<file path="config.mk">
export PLATFORM = sky130hd
export DESIGN_NAME = rrc_front
export DESIGN_NICKNAME = d
export VERILOG_FILES = /design/src/rtl/rrc_pkg.sv /design/src/rtl/rrc_front.sv
export SDC_FILE = /design/constraint.sdc
export NUM_CORES = 2
export LEC_CHECK = 0
export ABC_AREA = 1
export BUFFER_PORTS_ARGS = -buffer_cell sky130_fd_sc_hd__buf_2
export CELL_PAD_IN_SITES_DETAIL_PLACEMENT = 0
export CELL_PAD_IN_SITES_GLOBAL_PLACEMENT = 1
export CORE_AREA = 2 2 338 340
export CTS_BUF_LIST = sky130_fd_sc_hd__clkbuf_8 sky130_fd_sc_hd__clkbuf_16
export CTS_CLUSTER_SIZE = 8
export DETAILED_ROUTE_END_ITERATION = 8
export DIE_AREA = 0 0 340 342
export PLACE_DENSITY_LB_ADDON = 0.12
export SYNTH_ARGS = -nofsm -noshare
export SYNTH_HDL_FRONTEND = slang
export SYNTH_SLANG_ARGS = --single-unit
</file>
<file path="constraint.sdc">
create_clock -name clk -period 20.8 [get_ports clk]
set_clock_uncertainty 0.05 [all_clocks]
set_input_delay 2.08 -clock clk [delete_from_list [all_inputs] [get_ports clk]]
set_output_delay 2.08 -clock clk [all_outputs]
set_load 0.02 [all_outputs]
</file>
<file path="src/rtl/rrc_pkg.sv">
`timescale 1ns / 1ps
`default_nettype none
// ----------------------------------------------------------------------------
// Read request coalescer package
// Shared types, widths and codes of the read request coalescer.
// ----------------------------------------------------------------------------
package rrc_pkg;

  localparam int SRC_W  = 16;
  localparam int OFS_W  = 48;
  localparam int GAP_W  = 32;
  localparam int AMP_W  = 16;
  localparam int NUM_W  = 32;
  localparam int PROD_W = OFS_W + AMP_W;
  localparam int KIND_W = 2;
  localparam int CFG_W  = 32;

  localparam int QUEUE_DEPTH = 2;
  localparam int QPTR_W      = $clog2(QUEUE_DEPTH);
  localparam int QCNT_W      = QPTR_W + 1;

  localparam int RES_SLOTS = 3;
  localparam int RCNT_W    = 2;

  localparam logic [KIND_W-1:0] KIND_PLACE   = 2'd0;
  localparam logic [KIND_W-1:0] KIND_WINDOW  = 2'd1;
  localparam logic [KIND_W-1:0] KIND_OVERLAP = 2'd2;

  localparam logic REG_MAX_GAP = 1'b0;
  localparam logic REG_MAX_AMP = 1'b1;

  localparam logic [OFS_W-1:0] OFS_MAX = {OFS_W{1'b1}};

  typedef struct packed {
    logic [GAP_W-1:0] max_gap;
    logic [AMP_W-1:0] max_amp;
  } rrc_cfg_t;

  typedef struct packed {
    logic [SRC_W-1:0]  src_id;
    logic [OFS_W-1:0]  src_pos;
    logic [OFS_W-1:0]  dst_pos;
    logic [OFS_W-1:0]  length;
    logic              final_segment;
    logic [OFS_W-1:0]  seg_end;
    logic [PROD_W-1:0] amp_len;
  } rrc_item_t;

  typedef struct packed {
    logic [KIND_W-1:0] kind;
    logic [SRC_W-1:0]  window_source;
    logic [OFS_W-1:0]  start_offset;
    logic [OFS_W-1:0]  dest_offset;
    logic [OFS_W-1:0]  byte_count;
    logic [OFS_W-1:0]  payload_total;
    logic [NUM_W-1:0]  window_number;
    logic [OFS_W-1:0]  win_offset;
    logic              last_of_run;
  } rrc_result_t;

endpackage
`default_nettype wire

</file>
<file path="src/rtl/rrc_front.sv">
`timescale 1ns / 1ps
`default_nettype none
// ----------------------------------------------------------------------------
// Read request coalescer front stage
// Registers each request with its saturated end offset and its length scaled
// by the amplification limit, then hands it to the queue.
// ----------------------------------------------------------------------------
module rrc_front (
  input  wire logic                        clk,
  input  wire logic                        rst_n,
  input  wire logic [rrc_pkg::AMP_W-1:0]   max_amp,
  input  wire logic                        in_valid,
  output logic                             in_ready,
  input  wire logic [rrc_pkg::SRC_W-1:0]   in_source_index,
  input  wire logic [rrc_pkg::OFS_W-1:0]   in_src_offset,
  input  wire logic [rrc_pkg::OFS_W-1:0]   in_dst_offset,
  input  wire logic [rrc_pkg::OFS_W-1:0]   in_length,
  input  wire logic                        in_final_segment,
  output logic                             push_valid,
  input  wire logic                        push_ready,
  output rrc_pkg::rrc_item_t               push_item
);

  logic                           stage_v_r;
  logic                           stage_v_nxt;
  rrc_pkg::rrc_item_t             stage_r;
  rrc_pkg::rrc_item_t             stage_nxt;
  logic                           in_fire;
  logic [rrc_pkg::OFS_W:0]        end_sum;

  assign in_fire    = in_valid && in_ready;
  assign in_ready   = !stage_v_r || push_ready;
  assign push_valid = stage_v_r;
  assign push_item  = stage_r;

  always_comb begin
    end_sum                 = {1'b0, in_src_offset} + {1'b0, in_length};
    stage_nxt.src_id        = in_source_index;
    stage_nxt.src_pos       = in_src_offset;
    stage_nxt.dst_pos       = in_dst_offset;
    stage_nxt.length        = in_length;
    stage_nxt.final_segment = in_final_segment;
    stage_nxt.seg_end       = end_sum[rrc_pkg::OFS_W] ? rrc_pkg::OFS_MAX
                                                      : end_sum[rrc_pkg::OFS_W-1:0];
    stage_nxt.amp_len       = rrc_pkg::PROD_W'(max_amp) * rrc_pkg::PROD_W'(in_length);
    stage_v_nxt             = in_fire || (stage_v_r && !push_ready);
  end

  always_ff @(posedge clk) begin
    if (!rst_n) begin
      stage_v_r <= 1'b0;
    end else begin
      stage_v_r <= stage_v_nxt;
    end
  end

  always_ff @(posedge clk) begin
    if (in_fire) begin
      stage_r <= stage_nxt;
    end
  end

endmodule
`default_nettype wire

</file>
; Word level (Yosys, flattened, before mapping)
; Cells that the tools add are included.
[totals]
ff_bits = 274
in_bits = 181
output_inout_bits = 275
word_cells = 16
[classes]
n_addsub = 1
mul = 1
reduce_logical = 6
[op_table]
columns = operator, count
row1 = multiplier 16 x 48 -> 64 bit, 1
row2 = adder 48 x 48 -> 49 bit, 1
row3 = logical AND 1 bit, 2
row4 = zero test 1 bit, 2
row5 = logical OR 1 bit, 2

; Depth between registers and ports, before layout
[depth]
depth_word = 4
depth_mapped = 29
mapped_depth_nobuf = 27

; Worst setup path before layout
; No wires, ideal clock.
[synth_path]
kind = in2reg
from = in in_valid
to = reg stage_r (netlist bit push_item[0]) (enable)
setup_ns = 0.999
arrival_ns = 15.204
t_required_ns = 19.751
slack_ns = 4.547
stages = 2
n_path_buf = 0
path_cell_list = inv_1 -> a21oi_1
[synth_between]
elab_chain_cells = 1
[synth_rtl]
columns = element, line
row1 = from (decl), rrc_front.sv:12  ; input wire logic in_valid,
row2 = logical AND 1 bit, rrc_front.sv:31  ; assign in_fire = in_valid && in_ready;
row3 = net in_fire, rrc_front.sv:28  ; logic in_fire;
row4 = to (signal assigned), rrc_front.sv:59  ; stage_r <= stage_nxt;
row5 = to (decl), rrc_front.sv:26  ; rrc_pkg::rrc_item_t stage_r;
; The timed path passes the listed nets, and every way through them passes these cells.
; A chain may end at the register's enable or synchronous reset.

==> flow_metrics.env <==
export IMPL_grt_antenna_before_repair=7
export IMPL_crit_start="max_amp[1]"
export IMPL_cts_buffer_depth=3
export IMPL_criticalPathCategory="primary input to flop"
export IMPL_crit_fanout=48
export IMPL_synth_edf_count=273
export IMPL_cp_start_kind="primary input"
export IMPL_synthArstFlopShare=0
export IMPL_track_usage=0.227
export IMPL_holdBufCountCts=0
export IMPL_outcome="finished clean"
export IMPL_postSynthCellCount=5045
export IMPL_cp_arrival_ns=8.13
export IMPL_wl_per_cell_um=18.7
export IMPL_path_buf_inv=8
export IMPL_setup_viol=0
export IMPL_place_congestion=0.876
export IMPL_io_buffers=455
export IMPL_synth_top_area_share=0.330
export IMPL_die_height_um=342
export IMPL_via_count=31102
export IMPL_cts_resized=0
export IMPL_final_hold_viol_count=0
export IMPL_timing_final_ws_setup_ns=12.98
export IMPL_clkTransAtPathRegs_ns=0.06
export IMPL_critPathCaptureType="flop"
export IMPL_totalWireLength_um=129000
export IMPL_yosys_top_cells_count="nand2_1 (1,727), inv_1 (1,475), fa_1 (643), edfxtp_1 (273), ha_1 (184)"
export IMPL_clk_latency_ns=0.60
export IMPL_path_cells="buf_2, buf_4, nand2_1, fa_1, inv_1, fa_1, inv_1, fa_1, inv_1, fa_1, fa_1, inv_1, fa_1, inv_1, ha_1, nand2_1, nor2_1, inv_1, nor2_1, nand2_1, nor3_1, nand2_1, nand4_1, nand2_1"
export IMPL_synth_ff_type="edfxtp_1"
export IMPL_cap_violations=0
export IMPL_areaGrowthSynthToFinish_pct=12.4
export IMPL_endpoint="push_item[57]$_DFFE_PP_"
export IMPL_post_cts_setup_buffer_count=0
export IMPL_crit_path_max_incr_delay_ns=0.56
export IMPL_ys_warnings_count=0
export IMPL_use_met2=0.388
export IMPL_ff2ff_path_depth=3
export IMPL_use_met3=0.0286
export IMPL_fmax_ghz=0.128
export IMPL_drcViolationCount=0
export IMPL_cts_root_buffer="clkbuf_16"
export IMPL_coreArea_mm2=0.113
export IMPL_synth_nets=6053
export IMPL_hp_class="flop to flop"
export IMPL_busiest_layer="met2"
export IMPL_synth_largest_area_cell="fa_1"
export IMPL_die_w_um=340
export IMPL_timing_rr_end="push_item[218]$_DFFE_PP_"
export IMPL_rsz0062_at_grt="no"
export IMPL_reg2reg_slack_ns=17.39
export IMPL_grt_overflow=0
export IMPL_yosysMostFrequentCell="nand2_1"
export IMPL_fp_row_count=124
export IMPL_final_max_slew_viol_count=0
export IMPL_numClockSinks=274
export IMPL_cts_tree="yes"
export IMPL_num_io_pins=456
export IMPL_synth_seq_cells=274
export IMPL_fin_crit_ns=7.82
export IMPL_drtIter0Drc=1576
export IMPL_dr_pass1_iters=5
export IMPL_seq_area_frac_synth=0.210
export IMPL_synth_cell_type_count=34
export IMPL_synth_area_leaders="fa_1 (33%), edfxtp_1 (21%), nand2_1 (17%), inv_1 (14%), ha_1 (5.9%)"
export IMPL_syn_avg_cell_area_um2=7.74
export IMPL_required_ns=21.11
export IMPL_met1_usage=0.310
export IMPL_pre_cts_slack_ns=12.31
export IMPL_maxSlewHeadroom=0.195
export IMPL_tns_ns=0
export IMPL_drive_gt1_frac=0.104
export IMPL_grt_pass1_wl_um=201000
export IMPL_fin_nets=6392
export IMPL_worst_slew_pin_slew_ns=1.20
export IMPL_grt_max_degree=70
export IMPL_ant_nets=0
export IMPL_synth_area_mm2=0.0390
export IMPL_fill_cells=11995
export IMPL_crit_cells=24
export IMPL_cp_slowest_cell="fa_1"
export IMPL_cts_buffers=42
export IMPL_routed_via_density=4.50
export IMPL_finalCritPeriodShare=0.376
export IMPL_reg2reg_from="push_valid$_SDFF_PN0_"
export IMPL_grt_pass1_vias=32954
export IMPL_dp_hpwl_um=104000
export IMPL_die_area_mm2=0.116
export IMPL_path_delay_family="adder cells"
export IMPL_initial_core_util=0.345
export IMPL_cts_max_level=2
registers in the layout, summed over array words and instances (netlist names):
| signal | flops |
|---|---|
| push_item | 273 |
| push_valid | 1 |
cell usage in the layout (no fill, tap or decap), drive strengths merged:
cell      instances
nand2          1751
inv            1484
fa              643
buf             476
edfxtp          273
ha              184
nor2            183
nand3           131
a21oi            76
xor2             50
clkbuf           43
nand4            29
nor3             25
o21ai            14
o21bai            9
clkinv            5
xnor2             4
and2              4
nand3b            3
nor4              3
clkinvlp          2
diode             1
and3              1
or2               1
a21o              1
a21boi            1
bufinv            1
dfxtp             1
layer usage:
| metal | part of all wire | vias to the layer above |
|---|---|---|
| met5 | 0.00046 | - |
| met4 | 0.018 | 8 |
| met3 | 0.043 | 123 |
| met2 | 0.48 | 670 |
| met1 | 0.46 | 15279 |
| li1 | - | 15022 |
kinds of logic (layout without fill, tap and decap cells):
group,after synthesis,after routing,synth area share
fa+ha+maj,827,827,0.389
simple gates,2131,2131,0.215
xor+xnor,54,54,0.0121
compound gates,101,101,0.0137
buf+inv,1658,2011,0.160
other cells,0,1,0
flops,274,274,0.210
layout make-up:
cell class | instances | area, um2 | area share
Sequential cell | 274 | 8220 | 0.187
Timing Repair Buffer | 476 | 2430 | 0.0555
Clock buffer | 43 | 1060 | 0.0243
Clock inverter | 15 | 141 | 0.00322
Multi-Input combinational cell | 3113 | 24600 | 0.560
Tap cell | 1512 | 1890 | 0.0431
Antenna cell | 1 | 2.50 | 0.0000570
Inverter | 1477 | 5540 | 0.126
through the flow:
step	area (um2)	instances	utilization	hold slack, ns
floorplan	39000	5045	-	0.679
global placement	42700	6852	0.377	0.493
detailed placement	42700	6852	0.377	0.510
CTS	43900	6910	0.388	0.517
global route	43900	6910	0.388	0.572
finish	43900	6911	0.388	0.511
worst min path at each step:
stage | depth (start not counted) | endpoint | from
after floorplan | 2 | push_valid$_SDFF_PN0_ | push_valid$_SDFF_PN0_
after global placement | 2 | push_valid$_SDFF_PN0_ | push_valid$_SDFF_PN0_
after detailed placement | 2 | push_valid$_SDFF_PN0_ | push_valid$_SDFF_PN0_
after CTS | 2 | push_valid$_SDFF_PN0_ | push_valid$_SDFF_PN0_
after global routing | 2 | push_valid$_SDFF_PN0_ | push_valid$_SDFF_PN0_
final | 2 | push_valid$_SDFF_PN0_ | push_valid$_SDFF_PN0_
worst reg2reg max path: cells and delay by family (launching register included):
kind	cells	cell delay, ns
DFF	1	0.34
buffers and inverters	2	1.61
AOI/OAI and AO/OA	1	0.94
Power is left out: the tool's default activity adds up to more than one toggle a clock period on the data nets, which glitch-free logic cannot reach.
