$ cat src/rtl/rrc_pkg.sv
`timescale 1ns / 1ps
`default_nettype none
// ----------------------------------------------------------------------------
// Read request coalescer package
// Shared types, widths and codes of the read request coalescer.
// ----------------------------------------------------------------------------
package rrc_pkg;

  localparam int SRC_W  = 16;
  localparam int OFS_W  = 48;
  localparam int GAP_W  = 32;
  localparam int AMP_W  = 16;
  localparam int NUM_W  = 32;
  localparam int PROD_W = OFS_W + AMP_W;
  localparam int KIND_W = 2;
  localparam int CFG_W  = 32;

  localparam int QUEUE_DEPTH = 2;
  localparam int QPTR_W      = $clog2(QUEUE_DEPTH);
  localparam int QCNT_W      = QPTR_W + 1;

  localparam int RES_SLOTS = 3;
  localparam int RCNT_W    = 2;

  localparam logic [KIND_W-1:0] KIND_PLACE   = 2'd0;
  localparam logic [KIND_W-1:0] KIND_WINDOW  = 2'd1;
  localparam logic [KIND_W-1:0] KIND_OVERLAP = 2'd2;

  localparam logic REG_MAX_GAP = 1'b0;
  localparam logic REG_MAX_AMP = 1'b1;

  localparam logic [OFS_W-1:0] OFS_MAX = {OFS_W{1'b1}};

  typedef struct packed {
    logic [GAP_W-1:0] max_gap;
    logic [AMP_W-1:0] max_amp;
  } rrc_cfg_t;

  typedef struct packed {
    logic [SRC_W-1:0]  src_id;
    logic [OFS_W-1:0]  src_pos;
    logic [OFS_W-1:0]  dst_pos;
    logic [OFS_W-1:0]  length;
    logic              final_segment;
    logic [OFS_W-1:0]  seg_end;
    logic [PROD_W-1:0] amp_len;
  } rrc_item_t;

  typedef struct packed {
    logic [KIND_W-1:0] kind;
    logic [SRC_W-1:0]  window_source;
    logic [OFS_W-1:0]  start_offset;
    logic [OFS_W-1:0]  dest_offset;
    logic [OFS_W-1:0]  byte_count;
    logic [OFS_W-1:0]  payload_total;
    logic [NUM_W-1:0]  window_number;
    logic [OFS_W-1:0]  win_offset;
    logic              last_of_run;
  } rrc_result_t;

endpackage
`default_nettype wire

$ cat src/rtl/rrc_back.sv
`timescale 1ns / 1ps
`default_nettype none
// ----------------------------------------------------------------------------
// Read request coalescer window logic
// Holds the open read window, decides merge, new window or overlap for each
// request, and drains up to three results through a small output buffer.
// ----------------------------------------------------------------------------
module rrc_back (
  input  wire logic                clk,
  input  wire logic                rst_n,
  input  wire rrc_pkg::rrc_cfg_t   cfg,
  input  wire logic                amp_load,
  input  wire logic                q_valid,
  output logic                     q_pop,
  input  wire rrc_pkg::rrc_item_t  q_item,
  output logic                     out_valid,
  input  wire logic                out_ready,
  output rrc_pkg::rrc_result_t     out_result
);

  logic                            open_r;
  logic [rrc_pkg::SRC_W-1:0]       src_r;
  logic [rrc_pkg::OFS_W-1:0]       start_r;
  logic [rrc_pkg::OFS_W-1:0]       end_r;
  logic [rrc_pkg::OFS_W-1:0]       pay_r;
  logic [rrc_pkg::PROD_W-1:0]      amp_pay_r;
  logic [rrc_pkg::NUM_W-1:0]       wc_r;
  logic                            pend_r;
  rrc_pkg::rrc_result_t            slot_r [rrc_pkg::RES_SLOTS];
  logic [rrc_pkg::RCNT_W-1:0]      cnt_r;

  logic                            open_nxt;
  logic [rrc_pkg::SRC_W-1:0]       src_nxt;
  logic [rrc_pkg::OFS_W-1:0]       start_nxt;
  logic [rrc_pkg::OFS_W-1:0]       end_nxt;
  logic [rrc_pkg::OFS_W-1:0]       pay_nxt;
  logic [rrc_pkg::PROD_W-1:0]      amp_pay_nxt;
  logic [rrc_pkg::NUM_W-1:0]       wc_nxt;
  rrc_pkg::rrc_result_t            slot_nxt [rrc_pkg::RES_SLOTS];
  logic [rrc_pkg::RCNT_W-1:0]      cnt_nxt;

  logic                            fire;
  logic                            decide;
  logic                            len_nz;
  logic                            same;
  logic                            overlap;
  logic [rrc_pkg::OFS_W-1:0]       gap;
  logic                            gap_ok;
  logic [rrc_pkg::OFS_W-1:0]       cand_len;
  logic [rrc_pkg::OFS_W:0]         pay_sum;
  logic [rrc_pkg::OFS_W-1:0]       cand_pay;
  logic [rrc_pkg::PROD_W:0]        prod_sum;
  logic                            amp_ok;
  logic                            merge;
  logic                            start_new;
  logic                            close_a;
  logic                            open_b;
  logic                            flush;
  logic [rrc_pkg::NUM_W-1:0]       wc_b;
  logic [rrc_pkg::SRC_W-1:0]       new_src;
  logic [rrc_pkg::OFS_W-1:0]       new_start;
  logic [rrc_pkg::OFS_W-1:0]       new_end;
  logic [rrc_pkg::OFS_W-1:0]       new_pay;
  logic [rrc_pkg::PROD_W-1:0]      new_amp;
  rrc_pkg::rrc_result_t            res_a;
  rrc_pkg::rrc_result_t            res_b;
  rrc_pkg::rrc_result_t            res_c;

  assign out_valid  = cnt_r != '0;
  assign out_result = slot_r[0];
  assign fire       = out_valid && out_ready;
  assign decide     = q_valid && !pend_r &&
                      ((cnt_r == '0) || ((cnt_r == 2'd1) && out_ready));
  assign q_pop      = decide;

  always_comb begin
    len_nz    = |q_item.length;
    same      = open_r && (q_item.src_id == src_r);
    overlap   = len_nz && same && (q_item.src_pos < end_r);
    gap       = q_item.src_pos - end_r;
    gap_ok    = gap <= {{(rrc_pkg::OFS_W-rrc_pkg::GAP_W){1'b0}}, cfg.max_gap};
    cand_len  = q_item.seg_end - start_r;
    pay_sum   = {1'b0, pay_r} + {1'b0, q_item.length};
    cand_pay  = pay_sum[rrc_pkg::OFS_W] ? rrc_pkg::OFS_MAX : pay_sum[rrc_pkg::OFS_W-1:0];
    prod_sum  = {1'b0, amp_pay_r} + {1'b0, q_item.amp_len};
    amp_ok    = (cfg.max_amp != '0) &&
                (pay_sum[rrc_pkg::OFS_W] ||
                 ({{(rrc_pkg::PROD_W+1-rrc_pkg::OFS_W){1'b0}}, cand_len} <= prod_sum));
    merge     = len_nz && same && !overlap && gap_ok && amp_ok;
    start_new = len_nz && !merge && !overlap;
    close_a   = start_new && open_r;
    wc_b      = wc_r + {{(rrc_pkg::NUM_W-1){1'b0}}, close_a};
    open_b    = len_nz || open_r;
    flush     = q_item.final_segment && open_b && !overlap;

    new_src   = start_new ? q_item.src_id : src_r;
    new_start = start_new ? q_item.src_pos : start_r;
    new_end   = (start_new || merge) ? q_item.seg_end : end_r;
    new_pay   = start_new ? q_item.length : (merge ? cand_pay : pay_r);
    new_amp   = start_new ? q_item.amp_len
                          : (merge ? prod_sum[rrc_pkg::PROD_W-1:0] : amp_pay_r);

    res_a.kind             = rrc_pkg::KIND_WINDOW;
    res_a.window_source    = src_r;
    res_a.start_offset     = start_r;
    res_a.dest_offset      = '0;
    res_a.byte_count       = end_r - start_r;
    res_a.payload_total    = pay_r;
    res_a.window_number    = wc_r;
    res_a.win_offset       = '0;
    res_a.last_of_run      = 1'b0;

    res_b.kind             = overlap ? rrc_pkg::KIND_OVERLAP : rrc_pkg::KIND_PLACE;
    res_b.window_source    = q_item.src_id;
    res_b.start_offset     = q_item.src_pos;
    res_b.dest_offset      = q_item.dst_pos;
    res_b.byte_count       = q_item.length;
    res_b.payload_total    = '0;
    res_b.window_number    = wc_b;
    res_b.win_offset       = overlap ? '0 : (q_item.src_pos - new_start);
    res_b.last_of_run      = !flush;

    res_c.kind             = rrc_pkg::KIND_WINDOW;
    res_c.window_source    = new_src;
    res_c.start_offset     = new_start;
    res_c.dest_offset      = '0;
    res_c.byte_count       = new_end - new_start;
    res_c.payload_total    = new_pay;
    res_c.window_number    = wc_b;
    res_c.win_offset       = '0;
    res_c.last_of_run      = 1'b1;
  end

  always_comb begin
    open_nxt    = open_r;
    src_nxt     = src_r;
    start_nxt   = start_r;
    end_nxt     = end_r;
    pay_nxt     = pay_r;
    amp_pay_nxt = amp_pay_r;
    wc_nxt      = wc_r;
    cnt_nxt     = cnt_r;
    slot_nxt[0] = slot_r[0];
    slot_nxt[1] = slot_r[1];
    slot_nxt[2] = slot_r[2];
    if (pend_r) begin
      amp_pay_nxt = rrc_pkg::PROD_W'(cfg.max_amp) * rrc_pkg::PROD_W'(pay_r);
    end
    if (decide) begin
      open_nxt    = open_b && !overlap && !flush;
      src_nxt     = new_src;
      start_nxt   = new_start;
      end_nxt     = new_end;
      pay_nxt     = new_pay;
      amp_pay_nxt = new_amp;
      wc_nxt      = wc_b + {{(rrc_pkg::NUM_W-1){1'b0}}, flush};
      cnt_nxt     = rrc_pkg::RCNT_W'(close_a) + rrc_pkg::RCNT_W'(len_nz)
                    + rrc_pkg::RCNT_W'(flush);
      slot_nxt[0] = close_a ? res_a : (len_nz ? res_b : res_c);
      slot_nxt[1] = close_a ? res_b : res_c;
      slot_nxt[2] = res_c;
    end else if (fire) begin
      cnt_nxt     = cnt_r - 1'b1;
      slot_nxt[0] = slot_r[1];
      slot_nxt[1] = slot_r[2];
    end
  end

  always_ff @(posedge clk) begin
    if (!rst_n) begin
      open_r <= 1'b0;
      wc_r   <= '0;
      pend_r <= 1'b0;
      cnt_r  <= '0;
    end else begin
      open_r <= open_nxt;
      wc_r   <= wc_nxt;
      pend_r <= amp_load;
      cnt_r  <= cnt_nxt;
    end
  end

  always_ff @(posedge clk) begin
    src_r     <= src_nxt;
    start_r   <= start_nxt;
    end_r     <= end_nxt;
    pay_r     <= pay_nxt;
    amp_pay_r <= amp_pay_nxt;
    slot_r[0] <= slot_nxt[0];
    slot_r[1] <= slot_nxt[1];
    slot_r[2] <= slot_nxt[2];
  end

endmodule
`default_nettype wire
$ cat config.mk
export PLATFORM = sky130hd
export DESIGN_NAME = rrc_back
export DESIGN_NICKNAME = d
export VERILOG_FILES = /design/src/rtl/rrc_pkg.sv /design/src/rtl/rrc_back.sv
export SDC_FILE = /design/constraint.sdc
export NUM_CORES = 2
export LEC_CHECK = 0
export BUFFER_PORTS_ARGS = -buffer_cell sky130_fd_sc_hd__buf_2
export CAP_MARGIN = 30
export CORE_ASPECT_RATIO = 1.25
export CORE_MARGIN = 2
export CORE_UTILIZATION = 30
export CTS_CLUSTER_DIAMETER = 50
export DETAILED_ROUTE_END_ITERATION = 16
export GPL_ROUTABILITY_DRIVEN = 1
export PLACE_DENSITY_LB_ADDON = 0.2
export SLEW_MARGIN = 40
export SYNTH_ARGS = -nofsm -noshare
export SYNTH_HDL_FRONTEND = slang
export SYNTH_SLANG_ARGS = --single-unit
$ cat constraint.sdc
create_clock -name clk -period 23.1 [get_ports clk]
set_clock_uncertainty 0.15 [all_clocks]
set_input_delay 2.31 -clock clk [delete_from_list [all_inputs] [get_ports clk]]
set_output_delay 2.31 -clock clk [all_outputs]
set_load 0.005 [all_outputs]
Yosys cells after proc, flatten, opt, wreduce, memory -nomap -nowiden
Memory sizes are Yosys's and may differ from the RTL's.
Index checks and enable logic that the tools add are counted.
{"block": "op_classes", "add_sub_neg": 12, "mul": 1, "magnitude_cmp": 3, "eq_ne": 3, "mux": 20, "reduce_logical": 33}
{"operator": "two-way mux 291 bit", "n": 4}
{"operator": "two-way mux 582 bit", "n": 2}
{"operator": "two-way mux 48 bit", "n": 6}
{"operator": "two-way mux 64 bit", "n": 4}
{"operator": "subtractor 48 bit", "n": 5}
{"operator": "adder 64 x 64 -> 65 bit", "n": 1}
{"operator": "less-or-equal comparator 48 x 65 -> 1 bit", "n": 1}
{"operator": "adder 32 x 1 -> 32 bit", "n": 2}
{"operator": "multiplier 16 x 48 -> 64 bit", "n": 1}
{"operator": "adder 48 x 48 -> 49 bit", "n": 1}
{"operator": "less-or-equal comparator 48 x 32 -> 1 bit", "n": 1}
{"operator": "less-than comparator 48 bit", "n": 1}
{"operator": "OR reduction 48 bit", "n": 1}
{"operator": "logical AND 1 bit", "n": 18}
{"operator": "== test 16 bit", "n": 1}
{"operator": "two-way mux 16 bit", "n": 1}
{"operator": "nonzero test 16 bit", "n": 1}
{"operator": "two-way mux 2 bit", "n": 3}
{"operator": "nonzero test 2 bit", "n": 3}
{"operator": "zero test 1 bit", "n": 4}
{"operator": "logical OR 1 bit", "n": 4}
{"operator": "!= test 3 x 1 -> 1 bit (second input constant)", "n": 1}
{"operator": "adder 1 x 1 -> 2 bit", "n": 1}
{"operator": "adder 2 x 1 -> 2 bit", "n": 1}
{"operator": "4 further kinds", "n": 4}
{"block": "totals", "register_bits": 260, "mem_bits_rw": 873, "in_bits": 326, "out_inout_bits": 293, "word_cells": 82, "n_memories": 1}
{"name": "slot_r", "words": 3, "width": 291, "read_ports": 3, "rd_clocked_by_memory_dff": 0, "write_ports": 3, "line_no": "rrc_back.sv:29", "rtl": "rrc_pkg::rrc_result_t slot_r [rrc_pkg::RES_SLOTS];"}

Longest topological paths before layout
{"block": "depth", "word_depth": 17, "ltp_mapped": 79, "depth_no_buf": 71}

Worst setup path after synthesis
Ideal clock, no wire load.
{"block": "synth_path", "kind": "input port to flip-flop", "start": "input port q_item[64] (netlist name)", "end": "memory slot_r[0][175] (netlist name) (data pin)", "setup_ns": 0.261, "t_arrival_ns": 16.472, "required_ns": 22.689, "setup_slack_ns": 6.218, "stages": 77, "path_buffers": 9, "cell_sequence": "inv_1 > ha_1 > fa_1 > nor2b_1 > o21ai_0 > a21boi_0 > o21ai_0 > a21boi_0 > o21ai_0 > a21boi_0 > o21ai_0 > a21boi_0 > o21ai_0 > nand2b_1 > or3b_2 > a31oi_1 > a31oi_1 > nor2_1 > [... 41 more ...] > maj3_1 > maj3_1 > o21ai_0 > mux2i_1 > a32oi_1 > o311ai_1 > a2111oi_0 > o22ai_1 > o2111ai_1 > a41oi_1 > o21ai_1 > a2111oi_2 > o31ai_1 > a21boi_1 > o21ai_1 > nand3_1 > and2_4 > a221o_1"}
{"element": "from (decl)", "line_no": "rrc_back.sv:15", "rtl": "input wire rrc_pkg::rrc_item_t q_item,"}
{"element": "to (decl)", "line_no": "rrc_back.sv:29"}

==> out/metrics.csv <==
stage;metric;value;unit
clock_network;Bufs on Longest Clock Path;4;
floorplanning;cell row count;222;
floorplanning;Initial Utilization;0.302;
worst_hold_path;Hold WC Path Type;flop to flop;
clock_network;clk sinks;922;
worst_setup_path;CP required;23.53;ns
synthesis;Synth Register Bits;922;
sta;Tcrit/Tclk final;0.772;
synthesis;Cell variety after synth;110;
placement;DP HPWL;288;mm
synthesis;Area contributors post-synth;edfxtp_1 (30%), fa_1 (15%), ha_1 (7.4%);
global_route;antenna violations before repair;62;
clock_network;CTS tree;built;
status;status;finished, final reports clean;
sta;max-slew violations;0;
global_route;largest net degree at the start of global routing;127;
routing;Final ANT Viol Nets;0;
worst_setup_path;CP max stage cell;o311ai_1;
global_route;gr ovfl total;0;
floorplanning;Die Wd;489;µm
final_layout;final core occ;0.336;
synthesis;syn_nets;11400;
clock_network;Num CTS Buffers;145;
routing;WL per Instance;26.1;µm
synthesis;ys flop type;edfxtp_1;
synthesis;simple-gate area share of the yosys netlist;0.159;
synthesis;largest family of logic cells by synthesized area;adder cells;
sta;# setup viols final;0;
worst_setup_path;critical path's largest stage delay;0.62;ns
global_route;first-pass GRT wire length;523;mm
worst_setup_path;most common cell type on the critical path;o21ai_0;
worst_setup_path;crit-path max FO;86;
worst_hold_path;hold depth;2;
sta;Tmin final;17.84;ns
clock_network;Clock Tree Root;clkbuf_16;
synthesis;Post-Synthesis Cells;9860;
clock_network;Worst-path clk slew;0.06;ns
synthesis;Yosys warning count;0;
global_route;Total GRT Usage;0.238;
worst_setup_path;reg2reg path depth;67;
global_route;vias in the first global route;74300;
synthesis;xor/xnor share of the synthesized area;0.0472;
clock_network;Post CTS Setup Buffer Count;0;
synthesis;syn_area_per_cell;8.96;µm²
routing;DRC;0;
synthesis;Seq/Total Area, Yosys;0.309;
floorplanning;Core Box Area;293000;µm²
final_layout;share of layout cells above drive strength 1;0.109;
sta;Final Hold Viols;0;
worst_setup_path;endpoint class of the critical path;flop;
routing;drt pass-1 iters;7;
synthesis;Async SR Flop Fraction;0;
run;max-cap violations;0;
synthesis;compound-gate portion of the synthesized area;0.158;
routing;Via density;5.30;
final_layout;# nets final;11400;
sta;TNS Setup;0;ns
worst_setup_path;Worst setup SP type;input port;
clock_network;clk_lat worst skew;0.84;ns
floorplanning;Die Y;611;µm
routing;vias;74200;
sta;f_max;56.1;MHz
sta;worst setup margin;5.26;ns
sta;Max-slew headroom;0.351;
synthesis;post-synth top area cell;edfxtp_1;
routing;total routed wirelength;365;mm
final_layout;area grow syn2layout;11.3;%
synthesis;post-synth top area share;0.301;
clock_network;Post-CTS Resized;0;
clock_network;H-tree depth;4;
sta;unrepaired setup endpoints after global routing;no;
synthesis;Synth Area in Adders;0.227;
worst_setup_path;CP Class;input port to flop;
sta;slew at the pin closest to its max-slew limit;0.963;ns
final_layout;final-layout fill cell count;30500;
placement;dpl ws;4.52;ns
routing;DR iter-0 viols;6274;
synthesis;mux share of post-synthesis cell area;0.0128;
synthesis;Netlist Area Pre-Place;88400;µm²
floorplanning;Die ar.;299000;µm²
floorplanning;Top Ports;619;
clock_network;hold_buf cts;0;
synthesis;EDFF count, synth;886;
placement;PortBufs;618;
placement;RePlAce Congestion;0.940;
worst_setup_path;Crit path arrival time;18.27;ns
-- routing by layer --
layer	up-vias	track usage	wire, µm
li1	33700	-	-
met1	37300	0.311	155000
met2	2606	0.389	169000
met3	602	0.0304	21800
met4	10	0.111	19400
met5	-	0	67
-- placed cells by master (no fill, tap or decap), types with 51 or more instances in the layout --
| cell | n |
|---|---|
| nand2_1 | 1609 |
| edfxtp_1 | 886 |
| inv_1 | 879 |
| o21ai_0 | 704 |
| a21oi_1 | 667 |
| fa_1 | 649 |
| buf_2 | 618 |
| nor2_1 | 528 |
| ha_1 | 520 |
| xnor2_1 | 274 |
| and2_1 | 254 |
| xor2_1 | 191 |
| a21o_1 | 176 |
| nand3_1 | 166 |
| clkbuf_16 | 151 |
| buf_4 | 121 |
| and3_1 | 116 |
| mux2i_1 | 102 |
| nor3_1 | 89 |
| nand4_1 | 78 |
| a22o_1 | 76 |
| maj3_1 | 60 |
| o21bai_1 | 58 |
| o21a_1 | 55 |
| nor2b_1 | 54 |
| nand2b_1 | 54 |
| nor4_1 | 52 |
| a31oi_1 | 51 |
-- metrics by stage --
stage                     std cells  hold WS, ns  area, µm²
after global routing          14000        0.360      98300
after floorplan                9860        0.315      88400
after CTS                     14000        0.312      98200
after detailed placement      13700        0.354      93500
final                         14000        0.313      98400
after global placement        13700        0.347      93300
-- worst max-delay path: cells and delay by family --
| family | cells | cell delay [ns] |
|---|---|---|
| XOR/XNOR | 1 | 0.12 |
| buffers and inverters | 3 | 0.26 |
| multiplexers | 1 | 0.18 |
| AND/OR/NAND/NOR | 17 | 3.96 |
| adder cells (fa/ha/maj) | 7 | 1.97 |
| AO/OA/AOI/OAI | 40 | 9.37 |
-- synthesized netlist by cell type, types with 35 or more instances --
| cell | number |
|---|---|
| a31oi_1 | 51 |
| a21boi_0 | 35 |
| nor2_1 | 532 |
| nor2b_1 | 54 |
| fa_1 | 649 |
| nor3_1 | 90 |
| buf_4 | 296 |
| nor4_1 | 52 |
| or3_1 | 37 |
| nand2_1 | 1610 |
| nand3_1 | 166 |
| xor2_1 | 194 |
| and3_1 | 116 |
| a22oi_1 | 47 |
| and2_1 | 254 |
| dfxtp_1 | 36 |
| inv_1 | 880 |
| o31ai_1 | 38 |
| clkbuf_1 | 433 |
| a21o_1 | 176 |
| a211oi_1 | 44 |
| o21ai_0 | 716 |
| o21a_1 | 55 |
| buf_1 | 74 |
| nand2b_1 | 55 |
| a22o_1 | 76 |
| maj3_1 | 60 |
| mux2i_1 | 104 |
| o22ai_1 | 47 |
| nand4_1 | 78 |
| o21bai_1 | 58 |
| a21oi_1 | 668 |
| ha_1 | 520 |
| edfxtp_1 | 886 |
| xnor2_1 | 282 |
-- layout make-up --
cell class	instances	area [µm²]	share of cell area
Inverter	889	3370	0.0342
Antenna cell	34	85.1	0.000865
Multi-Input combinational cell	7223	53700	0.545
Clock inverter	87	923	0.00938
Timing Repair Buffer	759	4310	0.0438
Sequential cell	922	27300	0.278
Clock buffer	163	3820	0.0389
Tap cell	3920	4900	0.0498
-- state kept, by name, indices dropped and copies added, names as in the netlist, named ones only --
signal and flops:
pay_r 47, slot_r 664, end_r 46, open_r 1, src_r 16, pend_r 1
amp_pay_r 64, cnt_r 2, start_r 47, wc_r 32
-- final timing paths --
path | startpoint | endpoint | slack (ns)
worst max register to register | start_r[0]$_DFFE_PP_ | slot_r[0][175]$_DFFE_PP_ | 6.29
worst max-delay path | q_item[64] | slot_r[0][175]$_DFFE_PP_ | 5.26
worst min-delay path | slot_r[0][350]$_DFFE_PP_ | slot_r[0][59]$_DFFE_PP_ | 0.31
worst min register to register | slot_r[0][350]$_DFFE_PP_ | slot_r[0][59]$_DFFE_PP_ | 0.31
-- cells by family after synthesis --
logic type | count (synthesis)
xor gates and xnor gates | 476
adders and majority gates | 1229
AOI/OAI and AO/OA | 2283
buffers and inverters | 1715
other | 1
and+or+nand+nor | 3122
DFF | 922
muxes | 112
Power is not shown: default switching activity piles up to over one toggle a cycle in this logic, so the estimate is an artifact.
