### config.mk
export PLATFORM = sky130hd
export DESIGN_NAME = rrc_queue
export DESIGN_NICKNAME = d
export VERILOG_FILES = /design/src/rtl/rrc_pkg.sv /design/src/rtl/rrc_queue.sv
export SDC_FILE = /design/constraint.sdc
export NUM_CORES = 1
export LEC_CHECK = 0
export BUFFER_PORTS_ARGS = -buffer_cell sky130_fd_sc_hd__buf_2
export CORE_MARGIN = 10
export CORE_UTILIZATION = 25
export DETAILED_ROUTE_END_ITERATION = 16
export GPL_TIMING_DRIVEN = 1
export HOLD_SLACK_MARGIN = 0.06
export SYNTH_ARGS = -nofsm -noshare
export SYNTH_HDL_FRONTEND = slang
export SYNTH_SLANG_ARGS = --single-unit
### constraint.sdc
create_clock -name clk -period 11 [get_ports clk]
set_input_delay 3.3 -clock clk [delete_from_list [all_inputs] [get_ports clk]]
set_output_delay 3.3 -clock clk [all_outputs]
set_load 0.03 [all_outputs]
### src/rtl/rrc_pkg.sv
`timescale 1ns / 1ps
`default_nettype none
// ----------------------------------------------------------------------------
// Read request coalescer package
// Shared types, widths and codes of the read request coalescer.
// ----------------------------------------------------------------------------
package rrc_pkg;

  localparam int SRC_W  = 16;
  localparam int OFS_W  = 48;
  localparam int GAP_W  = 32;
  localparam int AMP_W  = 16;
  localparam int NUM_W  = 32;
  localparam int PROD_W = OFS_W + AMP_W;
  localparam int KIND_W = 2;
  localparam int CFG_W  = 32;

  localparam int QUEUE_DEPTH = 2;
  localparam int QPTR_W      = $clog2(QUEUE_DEPTH);
  localparam int QCNT_W      = QPTR_W + 1;

  localparam int RES_SLOTS = 3;
  localparam int RCNT_W    = 2;

  localparam logic [KIND_W-1:0] KIND_PLACE   = 2'd0;
  localparam logic [KIND_W-1:0] KIND_WINDOW  = 2'd1;
  localparam logic [KIND_W-1:0] KIND_OVERLAP = 2'd2;

  localparam logic REG_MAX_GAP = 1'b0;
  localparam logic REG_MAX_AMP = 1'b1;

  localparam logic [OFS_W-1:0] OFS_MAX = {OFS_W{1'b1}};

  typedef struct packed {
    logic [GAP_W-1:0] max_gap;
    logic [AMP_W-1:0] max_amp;
  } rrc_cfg_t;

  typedef struct packed {
    logic [SRC_W-1:0]  src_id;
    logic [OFS_W-1:0]  src_pos;
    logic [OFS_W-1:0]  dst_pos;
    logic [OFS_W-1:0]  length;
    logic              final_segment;
    logic [OFS_W-1:0]  seg_end;
    logic [PROD_W-1:0] amp_len;
  } rrc_item_t;

  typedef struct packed {
    logic [KIND_W-1:0] kind;
    logic [SRC_W-1:0]  window_source;
    logic [OFS_W-1:0]  start_offset;
    logic [OFS_W-1:0]  dest_offset;
    logic [OFS_W-1:0]  byte_count;
    logic [OFS_W-1:0]  payload_total;
    logic [NUM_W-1:0]  window_number;
    logic [OFS_W-1:0]  win_offset;
    logic              last_of_run;
  } rrc_result_t;

endpackage
`default_nettype wire

### src/rtl/rrc_queue.sv
`timescale 1ns / 1ps
`default_nettype none
// ----------------------------------------------------------------------------
// Read request coalescer queue
// Short first-in first-out buffer between the front stage and the window logic.
// ----------------------------------------------------------------------------
module rrc_queue (
  input  wire logic                clk,
  input  wire logic                rst_n,
  input  wire logic                push_valid,
  output logic                     push_ready,
  input  wire rrc_pkg::rrc_item_t  push_item,
  output logic                     pop_valid,
  input  wire logic                pop,
  output rrc_pkg::rrc_item_t       pop_item
);

  rrc_pkg::rrc_item_t              mem_r [rrc_pkg::QUEUE_DEPTH];
  logic [rrc_pkg::QPTR_W-1:0]      wr_ptr_r;
  logic [rrc_pkg::QPTR_W-1:0]      rd_ptr_r;
  logic [rrc_pkg::QCNT_W-1:0]      cnt_r;
  logic [rrc_pkg::QCNT_W-1:0]      cnt_nxt;
  logic                            do_push;
  logic                            do_pop;

  assign push_ready = cnt_r != rrc_pkg::QCNT_W'(rrc_pkg::QUEUE_DEPTH);
  assign pop_valid  = cnt_r != '0;
  assign pop_item   = mem_r[rd_ptr_r];
  assign do_push    = push_valid && push_ready;
  assign do_pop     = pop && pop_valid;

  always_comb begin
    cnt_nxt = cnt_r;
    if (do_push && !do_pop) begin
      cnt_nxt = cnt_r + 1'b1;
    end else if (do_pop && !do_push) begin
      cnt_nxt = cnt_r - 1'b1;
    end
  end

  always_ff @(posedge clk) begin
    if (!rst_n) begin
      wr_ptr_r <= '0;
      rd_ptr_r <= '0;
      cnt_r    <= '0;
    end else begin
      cnt_r <= cnt_nxt;
      if (do_push) begin
        wr_ptr_r <= wr_ptr_r + 1'b1;
      end
      if (do_pop) begin
        rd_ptr_r <= rd_ptr_r + 1'b1;
      end
    end
  end

  always_ff @(posedge clk) begin
    if (do_push) begin
      mem_r[wr_ptr_r] <= push_item;
    end
  end

endmodule
`default_nettype wire

* Yosys cells after proc, flatten, opt, wreduce, memory -nomap -nowiden *
Memory sizes are Yosys's and may differ from the RTL's. A register that Yosys moved wholly into a read port is not among the register bits.
Cells that the tools add are included.

word-level totals
  register bits = 4
  bits in writable memories = 546
  input bits = 277
  output and inout port bits = 275
  word-level logic and storage cells = 23
  memories kept = 1

cells by class
  add/subtract/negate cells = 4
  equal/unequal tests = 1
  multiplexer cells = 6
  reductions and logical operators = 8

memories
  name   depth  width  read ports  clocked after memory_dff  wr ports  RTL line         source
  mem_r  2      273    1           1                         1         rrc_queue.sv:18  rrc_pkg::rrc_item_t mem_r [rrc_pkg::QUEUE_DEPTH];

operators by type and width
  operator                                                             count
  1-bit logical AND                                                    4
  1-bit two-way mux                                                    4
  2-bit two-way mux                                                    2
  2-bit nonzero test                                                   2
  1-bit adder (second input constant)                                  2
  2-bit by 1-bit adder with 2-bit output (second input constant)       1
  1-bit logical NOT                                                    2
  2-bit != test (second input constant)                                1
  2-bit by 1-bit subtractor with 2-bit output (second input constant)  1

* Longest topological paths before layout *
Gate-level depths: netlist (run 1).

  depth after elaboration = 6
  gate-level depth with buffers = 6
  mapped depth without buffers = 6

* Least setup slack after synthesis (run 1) *
Ideal clock, no wire load.

  path type = input port to flip-flop
  from = input port push_valid
  to = memory mem_r[1][0] (netlist name), enable pin
  setup time = 670 ps
  arrival = 9564 ps
  data required time = 10330 ps
  slack = 765 ps
  cell stages on the path = 1
  path buffers = 0
  cells stage by stage = and3_1

on the way
  longest elaborated chain between the ends = 3

RTL lines
  what                                     RTL line         source
  from (decl)                              rrc_queue.sv:10  input wire logic push_valid,
  1-bit logical AND                        rrc_queue.sv:29  assign do_push = push_valid && push_ready;
  1-bit two-way mux                        rrc_queue.sv:58  if (do_push) begin
  1-bit two-way mux (implied by the code)  rrc_queue.sv:59  mem_r[wr_ptr_r] <= push_item;
  to (decl)                                rrc_queue.sv:18

Every way passes these cells.

==> impl_metrics.yaml, run 1 <==
routing:
  num_vias: 10250
  viasPerCell: 4.00
  drt-total-wl_um: 47900
  drtAntennaViolNets: 0
  route.detailed.drc: 0
  firstDrtPassIters: 5
  wire_per_inst_um: 18.7
  drt-initial-drc-count: 450
floorplan:
  rows: 103
  fp.coreArea_um2: 79300
  die_h_um: 303
  initial_core_util_pct: 25.3
  die_x_um: 303
  die_area_um2: 91900
  io_pins: 552
sta:
  drv_slew: 0
  setup_slack_ns: 4.72
  period_needed_ns: 6.28
  rsz0062_at_grt: "no"
  max_slew.worst_pin.slew_ns: 1.08
  slew-limit-headroom_pct: 27.9
  tns_ns: 0
  whs_ns: 0.552
  fmax_ghz: 0.159
  fin_skew_ns: 0.0298
  period_share_pct: 57.1
  finalHoldViolations: 0
  setup_viol: 0
pwr:
  p_total_mw: 6.43
  irDropWorstVdd_v: 0.000158
  leakagePower_nw: 9.31
  p_per_area_nw_per_um2: 250
synth:
  yosys-top-cells-area: "edfxtp_1 (82%), mux2_2 (15%), buf_6 (1.7%), dfxtp_1 (0.50%), and2_1 (0.12%)"
  synth_top_area_cell: "edfxtp_1"
  ys_warn_count: 0
  ys_seq_area_share_pct: 82.3
  synth.avg_cell_area_um2: 23.0
  synthDistinctLibCells: 19
  synth_top_area_share_pct: 81.8
  syn_nets: 1151
  synth_cells: 873
  syn_area_um2: 20100
  ys_ff_latch: 551
finish:
  nNetsFinal: 1738
  drive_gt1_share_pct: 61.1
  fillCellCount: 7668
  final_area_um2: 25800
  area_growth_pct: 28.4
  final_core_util_pct: 32.5
  fin_cells: 2561
grt:
  grt_max_degree: 163
  busiest_layer: "met2"
  track_usage_pct: 9.71
  antenna_found_initial: 13
  grtUsageMet3_pct: 4.24
  grt_pass1_vias: 11153
  use_met1_pct: 10.4
  overflow: 0
  globalRouteMet2Util_pct: 16.9
  grt_pass1_wl_um: 68500
setup_path:
  path_buf_inv: 2
  worst-path-max-fanout: 66
  crit_arrival_ns: 2.98
  critical_path_class: "reg2out"
  path_delay_family: "buffers and inverters"
  crit_path_end_kind: "output pin"
  slowest_stage: "dfxtp_4"
  max_stage_delay_ns: 0.85
  cp.required_ns: 7.70
  cp_cell_sequence: "buf_4, mux2_2, buf_2"
  critPathLaunchType: "register"
place:
  placedCellCount: 2450
  io_buffer_count: 551
  dp_hpwl_um: 33500
  place_ws_ns: 5.29
  place_congestion: 0.765
  placed_area_um2: 23900
clock_tree:
  htreeDepth: 2
  cts_setup_buffers: 0
  path_clk_slew_ns: 0.06
  cts_tree: "built"
  insertion_delay_ns: 0.60
  cts_buffers: 58
  clockBufferDepth: 3
  cts.sinks: 551
  cts_resized: 0
  cts_root_buf: "clkbuf_16"
  hold_buffers: 0
job:
  max_cap_violations: 0
run_status:
  status: "completed"
min_path:
  hold_class: "reg2reg"
==> kinds of logic (layout without fill, tap and decap cells) <==
kind of cell / after synthesis / after routing / synth area share [%]
compound gates: 5 / 5 / 0.175
xor+xnor: 3 / 3 / 0.131
fa+ha+maj: 1 / 1 / 0.0624
buf+inv: 31 / 660 / 1.70
flops: 551 / 551 / 82.3
mux: 273 / 273 / 15.3
other cells: 0 / 9 / 0
simple gates: 9 / 9 / 0.325
==> synthesized netlist by cell type <==
| cell type | instances |
|---|---|
| o21ai_0 | 1 |
| a21boi_0 | 1 |
| mux2_2 | 273 |
| a21bo_2 | 1 |
| and2_1 | 4 |
| edfxtp_1 | 546 |
| nand3b_1 | 1 |
| inv_1 | 1 |
| o21ai_1 | 1 |
| xor2_1 | 1 |
| buf_6 | 30 |
| or2_2 | 1 |
| and3_1 | 1 |
| dfxtp_1 | 5 |
| ha_1 | 1 |
| xnor2_1 | 2 |
| or3_1 | 1 |
| a21boi_1 | 1 |
| nand2b_4 | 1 |
==> layer usage <==
metal / wire length (um) / up-vias / share of wire (%)
met5: 103 / - / 0.22
met4: 1180 / 16 / 2.5
met3: 5250 / 95 / 11
met2: 24100 / 400 / 50
met1: 17200 / 5044 / 36
li1: - / 4695 / -
==> flip-flops by register name, indices dropped and copies added (netlist names), named ones only <==
| register | count |
|---|---|
| cnt_r | 2 |
| mem_r | 546 |
| rd_ptr_r | 1 |
| wr_ptr_r | 1 |
==> final timing paths <==
path / start / end / slack, ns / cells after the start
worst min register to register: cnt_r[1]$_SDFFE_PN0P_ / cnt_r[1]$_SDFFE_PN0P_ / 0.55 / 2
worst max register to register: cnt_r[0]$_SDFFE_PN0P_ / mem_r[0][265]$_DFFE_PP_ / 8.27 / 4
worst max-delay path: register / pop_item[149] / 4.72 / 3
worst min-delay path: cnt_r[1]$_SDFFE_PN0P_ / cnt_r[1]$_SDFFE_PN0P_ / 0.55 / 2
==> placed cells by master (no fill, tap or decap), types with 2 or more instances in the layout <==
cell | Yosys | routed
clkinv_2 | 0 | 11
clkbuf_1 | 0 | 8
clkbuf_16 | 0 | 58
clkinvlp_4 | 0 | 3
buf_12 | 0 | 3
edfxtp_1 | 546 | 546
mux2_2 | 273 | 273
and2_1 | 4 | 4
clkinv_1 | 0 | 12
buf_2 | 0 | 551
xnor2_1 | 2 | 2
bufinv_16 | 0 | 7
diode_2 | 0 | 9
dfxtp_1 | 5 | 4
buf_4 | 0 | 3
==> worst min-delay path, stage by stage (launching register included) <==
cell	delay, ns
dfxtp_1	0.36
o21ai_0	0.09
a21boi_1	0.06
==> cell type report <==
cell class | count | area (um^2) | share of cell area [%]
Timing Repair Buffer | 557 | 2840 | 11.0
Sequential cell | 551 | 16500 | 64.1
Clock buffer | 66 | 1480 | 5.75
Multi-Input combinational cell | 291 | 3220 | 12.5
Antenna cell | 9 | 22.5 | 0.0875
Inverter | 1 | 11.3 | 0.0437
Clock inverter | 36 | 367 | 1.42
Tap cell | 1050 | 1310 | 5.10
==> power by group <==
part / switching (mW) / internal, mW / leakage, nW
registers: 0.0862 / 2.63 / 5.14
clock network: 0.773 / 1.12 / 0.901
logic: 1.21 / 0.607 / 3.26
total: 2.07 / 4.36 / 9.31
Power figures use the tool's default switching activity.
==> run 2, diff against run 1 <==
ABC_AREA = 1   (was not set)
clock period = 5.9 ns   (was 11 ns; I/O delays follow)
==> impl_metrics.yaml, run 2 <==
grt:
  grt_pass1_vias: 11190
  grt_max_degree: 105
  track_usage_pct: 9.88
  overflow: 0
  antenna_found_initial: 10
  grt_pass1_wl_um: 70200
pwr:
  p_int_mw: 8.04
  irDropWorstVdd_v: 0.000282
  p_seq_share_pct: 42.9
  pwr-share-clk_pct: 29.8
  swShare_pct: 31.8
  leakagePower_nw: 9.40
  p_per_area_nw_per_um2: 455
  p_sw_mw: 3.75
  p_comb_share_pct: 27.4
finish:
  layout_common_cells: "buf_2 (551), edfxtp_1 (546), mux2_2 (273)"
  final_common_cell: "buf_2"
  largest_reg_flops: 546
  largest_registers: "mem_r (546), cnt_r (2)"
  area_growth_pct: 28.8
  drive_gt1_share_pct: 60.6
  final_core_util_pct: 32.6
  nNetsFinal: 1758
  final_area_um2: 25900
  regMostFlops: "mem_r"
job:
  max_cap_violations: 0
sta:
  fin_skew_ns: 0.0173
  slew-limit-headroom_pct: 42.6
  setup_slack_ns: 1.95
  whs_ns: 0.511
  drv_slew: 0
  fmax_ghz: 0.253
  max_slew.worst_pin.slew_ns: 0.858
  period_needed_ns: 3.95
  finalHoldViolations: 0
  setup_viol: 0
  tns_ns: 0
  period_share_pct: 66.9
  rsz0062_at_grt: "no"
synth:
  syn_area_um2: 20100
  synth-edff-count: 546
  synth.avg_cell_area_um2: 22.7
  ys_ff_latch: 551
  synth_top_flop_cell: "edfxtp_1"
  yosys-top-cells-area: "edfxtp_1 (82%), mux2_2 (15%), clkbuf_8 (1.7%), dfxtp_1 (0.50%), buf_6 (0.28%)"
  synthDistinctLibCells: 14
  synth_top_area_share_pct: 81.5
  async_flop_share_pct: 0
  synth_cells: 886
  synth_top_area_cell: "edfxtp_1"
  netlist_top_cells_count: "edfxtp_1 (546), mux2_2 (273), clkbuf_8 (25), nand2_1 (9)"
  ys_warn_count: 0
  ys_seq_area_share_pct: 82.0
  yosysMostFrequentCell: "edfxtp_1"
  syn_nets: 1164
setup_path:
  cp.required_ns: 4.13
  critical_path_class: "reg2out"
  r2r-start: "cnt_r[0]$_SDFFE_PN0P_"
  critPathLaunchType: "register"
  crit_path_end_kind: "output pin"
  crit_arrival_ns: 2.18
  worstRegToRegCells: 5
  worst-path-max-fanout: 104
  r2r_slack_ns: 3.54
  r2r_end: "mem_r[1][145]$_DFFE_PP_"
floorplan:
  fp.coreArea_um2: 79400
  die_area_um2: 92200
  io_pins: 552
  die_x_um: 304
  initial_core_util_pct: 25.3
  die_h_um: 304
  rows: 103
routing:
  num_vias: 10325
  drt-total-wl_um: 48400
  viasPerCell: 3.99
  drt-initial-drc-count: 496
  route.detailed.drc: 0
  wire_per_inst_um: 18.7
  drtAntennaViolNets: 0
  firstDrtPassIters: 4
clock_tree:
  htreeDepth: 2
  cts_resized: 0
  clockBufferDepth: 3
  cts_root_buf: "clkbuf_16"
  insertion_delay_ns: 0.60
  cts_setup_buffers: 0
  cts_tree: "built"
  hold_buffers: 0
  cts_buffers: 58
  path_clk_slew_ns: 0.06
  cts.sinks: 551
run_status:
  status: "completed"
place:
  placed_area_um2: 24000
  place_congestion: 0.749
  io_buffer_count: 551
  dp_hpwl_um: 34500
  place_ws_ns: 2.28
min_path:
  hold_class: "reg2reg"
  hold_depth: 2
  min_from: "rd_ptr_r$_SDFFE_PN0P_"
## run 2: cell count changes after synthesis, moves of 2 or more
cell / previous run / this run
xnor2_1: 2 / 0
and2_1: 4 / 0
clkbuf_8: 0 / 25
nor2_1: 0 / 8
inv_1: 1 / 8
nand2_1: 0 / 9
buf_6: 30 / 5
## run 2: cell type report
type,instances,area (um^2)
multi-input combinational,297,3220
antenna,9,22.5
clock inverter,36,292
tap,1050,1310
sequential,551,16500
inverter,8,30.0
timing repair buffer,564,2970
fill,7729,53500
clock buffer,73,1570
## run 2: per-stage QoR
stage	instances	total power, mW
after CTS	2579	12.0
final	2588	11.8
after detailed placement	2470	8.43
after global routing	2584	12.3
after global placement	2470	8.37
after floorplan	886	7.53
## run 2: worst max path at each step
stage / start / endpoint / cells past startpoint
6_report: register / pop_item[219] / 3
5_1_grt: register / pop_item[231] / 3
4_1_cts: register / pop_item[77] / 3
3_5_place_dp: push_valid / mem_r[1][130]$_DFFE_PP_ / 4
3_3_place_gp: push_valid / mem_r[1][106]$_DFFE_PP_ / 4
2_1_floorplan: push_valid / mem_r[0][0]$_DFFE_PP_ / 2
## run 2: critical path: stages (launching register included)
cell and delay [ns]:
dfxtp_4 0.39, buf_12 0.34, mux2_2 0.42, buf_2 0.18
## run 2: cells by family after synthesis
logic type / after synthesis / synth area share, %
multiplexers: 273 / 15.3
adder cells (fa/ha/maj): 1 / 0.0622
buffers and inverters: 38 / 2.14
AND/OR/NAND/NOR: 19 / 0.373
flip-flops: 551 / 82.0
AO/OA/AOI/OAI: 4 / 0.112
## run 2: power by group through the flow
stage	Sequential (mW)	Clock [mW]	Combinational, mW
2_1_floorplan	5.18	0	2.34
3_3_place_gp	5.11	0	3.26
3_5_place_dp	5.14	0	3.29
4_1_cts	5.06	3.64	3.30
5_1_grt	5.10	3.81	3.42
6_report	5.05	3.51	3.23
## run 2: layer usage
layer / GRT usage (%) / share of wire, % / vias to the layer above
met2: 17.7 / 52 / 398
met1: 10.6 / 37 / 5088
met4: 3.16 / 2.5 / 4
met3: 3.74 / 8.1 / 89
met5: 0 / 0.062 / -
li1: - / - / 4746
==> run 3, diff against run 2 <==
clock period = 3.9 ns   (was 5.9 ns; I/O delays follow)
==> impl_metrics.yaml, run 3 (synthesis results as in run 2) <==
routing:
  route.detailed.drc: 0
  wire_per_inst_um: 18.9
  drtAntennaViolNets: 0
  viasPerCell: 4.01
  firstDrtPassIters: 4
  drt-initial-drc-count: 480
  num_vias: 10424
  drt-total-wl_um: 49200
clock_tree:
  path_clk_slew_ns: 0.06
  cts_resized: 0
  cts.sinks: 551
  cts_tree: "built"
  cts_root_buf: "clkbuf_16"
  htreeDepth: 2
  cts_setup_buffers: 0
  cts_buffers: 59
  clockBufferDepth: 3
  insertion_delay_ns: 0.60
  hold_buffers: 0
pwr:
  leakagePower_nw: 9.49
  p_per_area_nw_per_um2: 689
  p_total_mw: 17.9
  irDropWorstVdd_v: 0.000452
setup_path:
  crit_arrival_ns: 2.26
  worst-path-max-fanout: 70
  critical_path_class: "reg2out"
  crit_path_end_kind: "output pin"
  r2r_slack_ns: 1.92
  critPathLaunchType: "register"
  cp.required_ns: 2.73
floorplan:
  die_x_um: 304
  rows: 103
  die_area_um2: 92200
  io_pins: 552
  fp.coreArea_um2: 79400
  initial_core_util_pct: 25.3
  die_h_um: 304
finish:
  final_area_um2: 26000
  largest_registers: "mem_r (546), cnt_r (2)"
  nNetsFinal: 1777
  largest_reg_flops: 546
  final_common_cell: "buf_2"
  regMostFlops: "mem_r"
  area_growth_pct: 29.5
  drive_gt1_share_pct: 60.9
  layout_common_cells: "buf_2 (551), edfxtp_1 (546), mux2_2 (273)"
grt:
  grt_pass1_vias: 11576
  antenna_found_initial: 14
  use_met1_pct: 10.7
  track_usage_pct: 10.1
  grt_max_degree: 118
  busiest_layer: "met2"
  grt_pass1_wl_um: 72400
  grtUsageMet3_pct: 3.87
  globalRouteMet2Util_pct: 18.1
  overflow: 0
place:
  placed_area_um2: 24200
  place_congestion: 0.750
  place_ws_ns: 1.08
  io_buffer_count: 551
  dp_hpwl_um: 35400
sta:
  period_needed_ns: 3.43
  setup_viol: 0
  fmax_ghz: 0.292
  setup_slack_ns: 0.472
  fin_skew_ns: 0.0274
  slew-limit-headroom_pct: 36.1
  tns_ns: 0
  period_share_pct: 87.9
  max_slew.worst_pin.slew_ns: 0.958
  rsz0062_at_grt: "no"
  finalHoldViolations: 0
  drv_slew: 0
run_status:
  status: "completed"
min_path:
  hold_class: "reg2reg"
job:
  max_cap_violations: 0
==> run 3: changes by cell type in the layout (fill, tap and decap cells not counted), moves of 2 or more <==
cell / change
buf_4: +16
diode_2: -3
clkinv_1: +5
buf_12: +2
inv_6: -2
clkbuf_1: -4
clkinv_2: -5
==> run 3: final timing paths <==
path                              start                 endpoint  cells past startpoint
setup / recovery               register            pop_item[247]                      3
hold reg to reg   rd_ptr_r$_SDFFE_PN0P_    rd_ptr_r$_SDFFE_PN0P_                      2
hold / removal    rd_ptr_r$_SDFFE_PN0P_    rd_ptr_r$_SDFFE_PN0P_                      2
setup reg to reg  cnt_r[0]$_SDFFE_PN0P_  mem_r[0][161]$_DFFE_PP_                      5
==> run 3: per-stage QoR <==
stage | instances | util, % | hold slack [ns]
2_1_floorplan | 886 | - | 0.467
3_3_place_gp | 2488 | 30.5 | 0.483
3_5_place_dp | 2488 | 30.5 | 0.489
4_1_cts | 2592 | 32.8 | 0.516
5_1_grt | 2596 | 32.8 | 0.558
6_report | 2598 | 32.8 | 0.513
==> run 3: routing by layer <==
| metal | routed length [um] | up-vias |
|---|---|---|
| met5 | 68 | - |
| met4 | 1320 | 12 |
| met3 | 4300 | 101 |
| met2 | 25600 | 392 |
| met1 | 17900 | 5148 |
| li1 | - | 4771 |
==> run 3: critical path: stages (launching register included) <==
cell and delay (ns):
dfxtp_4 0.54, buf_12 0.34, mux2_2 0.43, buf_2 0.19
==> run 3: where the power goes <==
part | switching [mW] | internal [mW]
Clock | 2.19 | 3.12
Combinational | 3.30 | 1.64
Sequential | 0.189 | 7.49
==> run 3: area by class of cell <==
class,count,area (um^2)
tap,1050,1310
antenna,6,15.0
timing repair buffer,582,3130
multi-input combinational,297,3220
clock inverter,36,315
fill,7654,53300
clock buffer,68,1530
inverter,8,30.0
sequential,551,16500
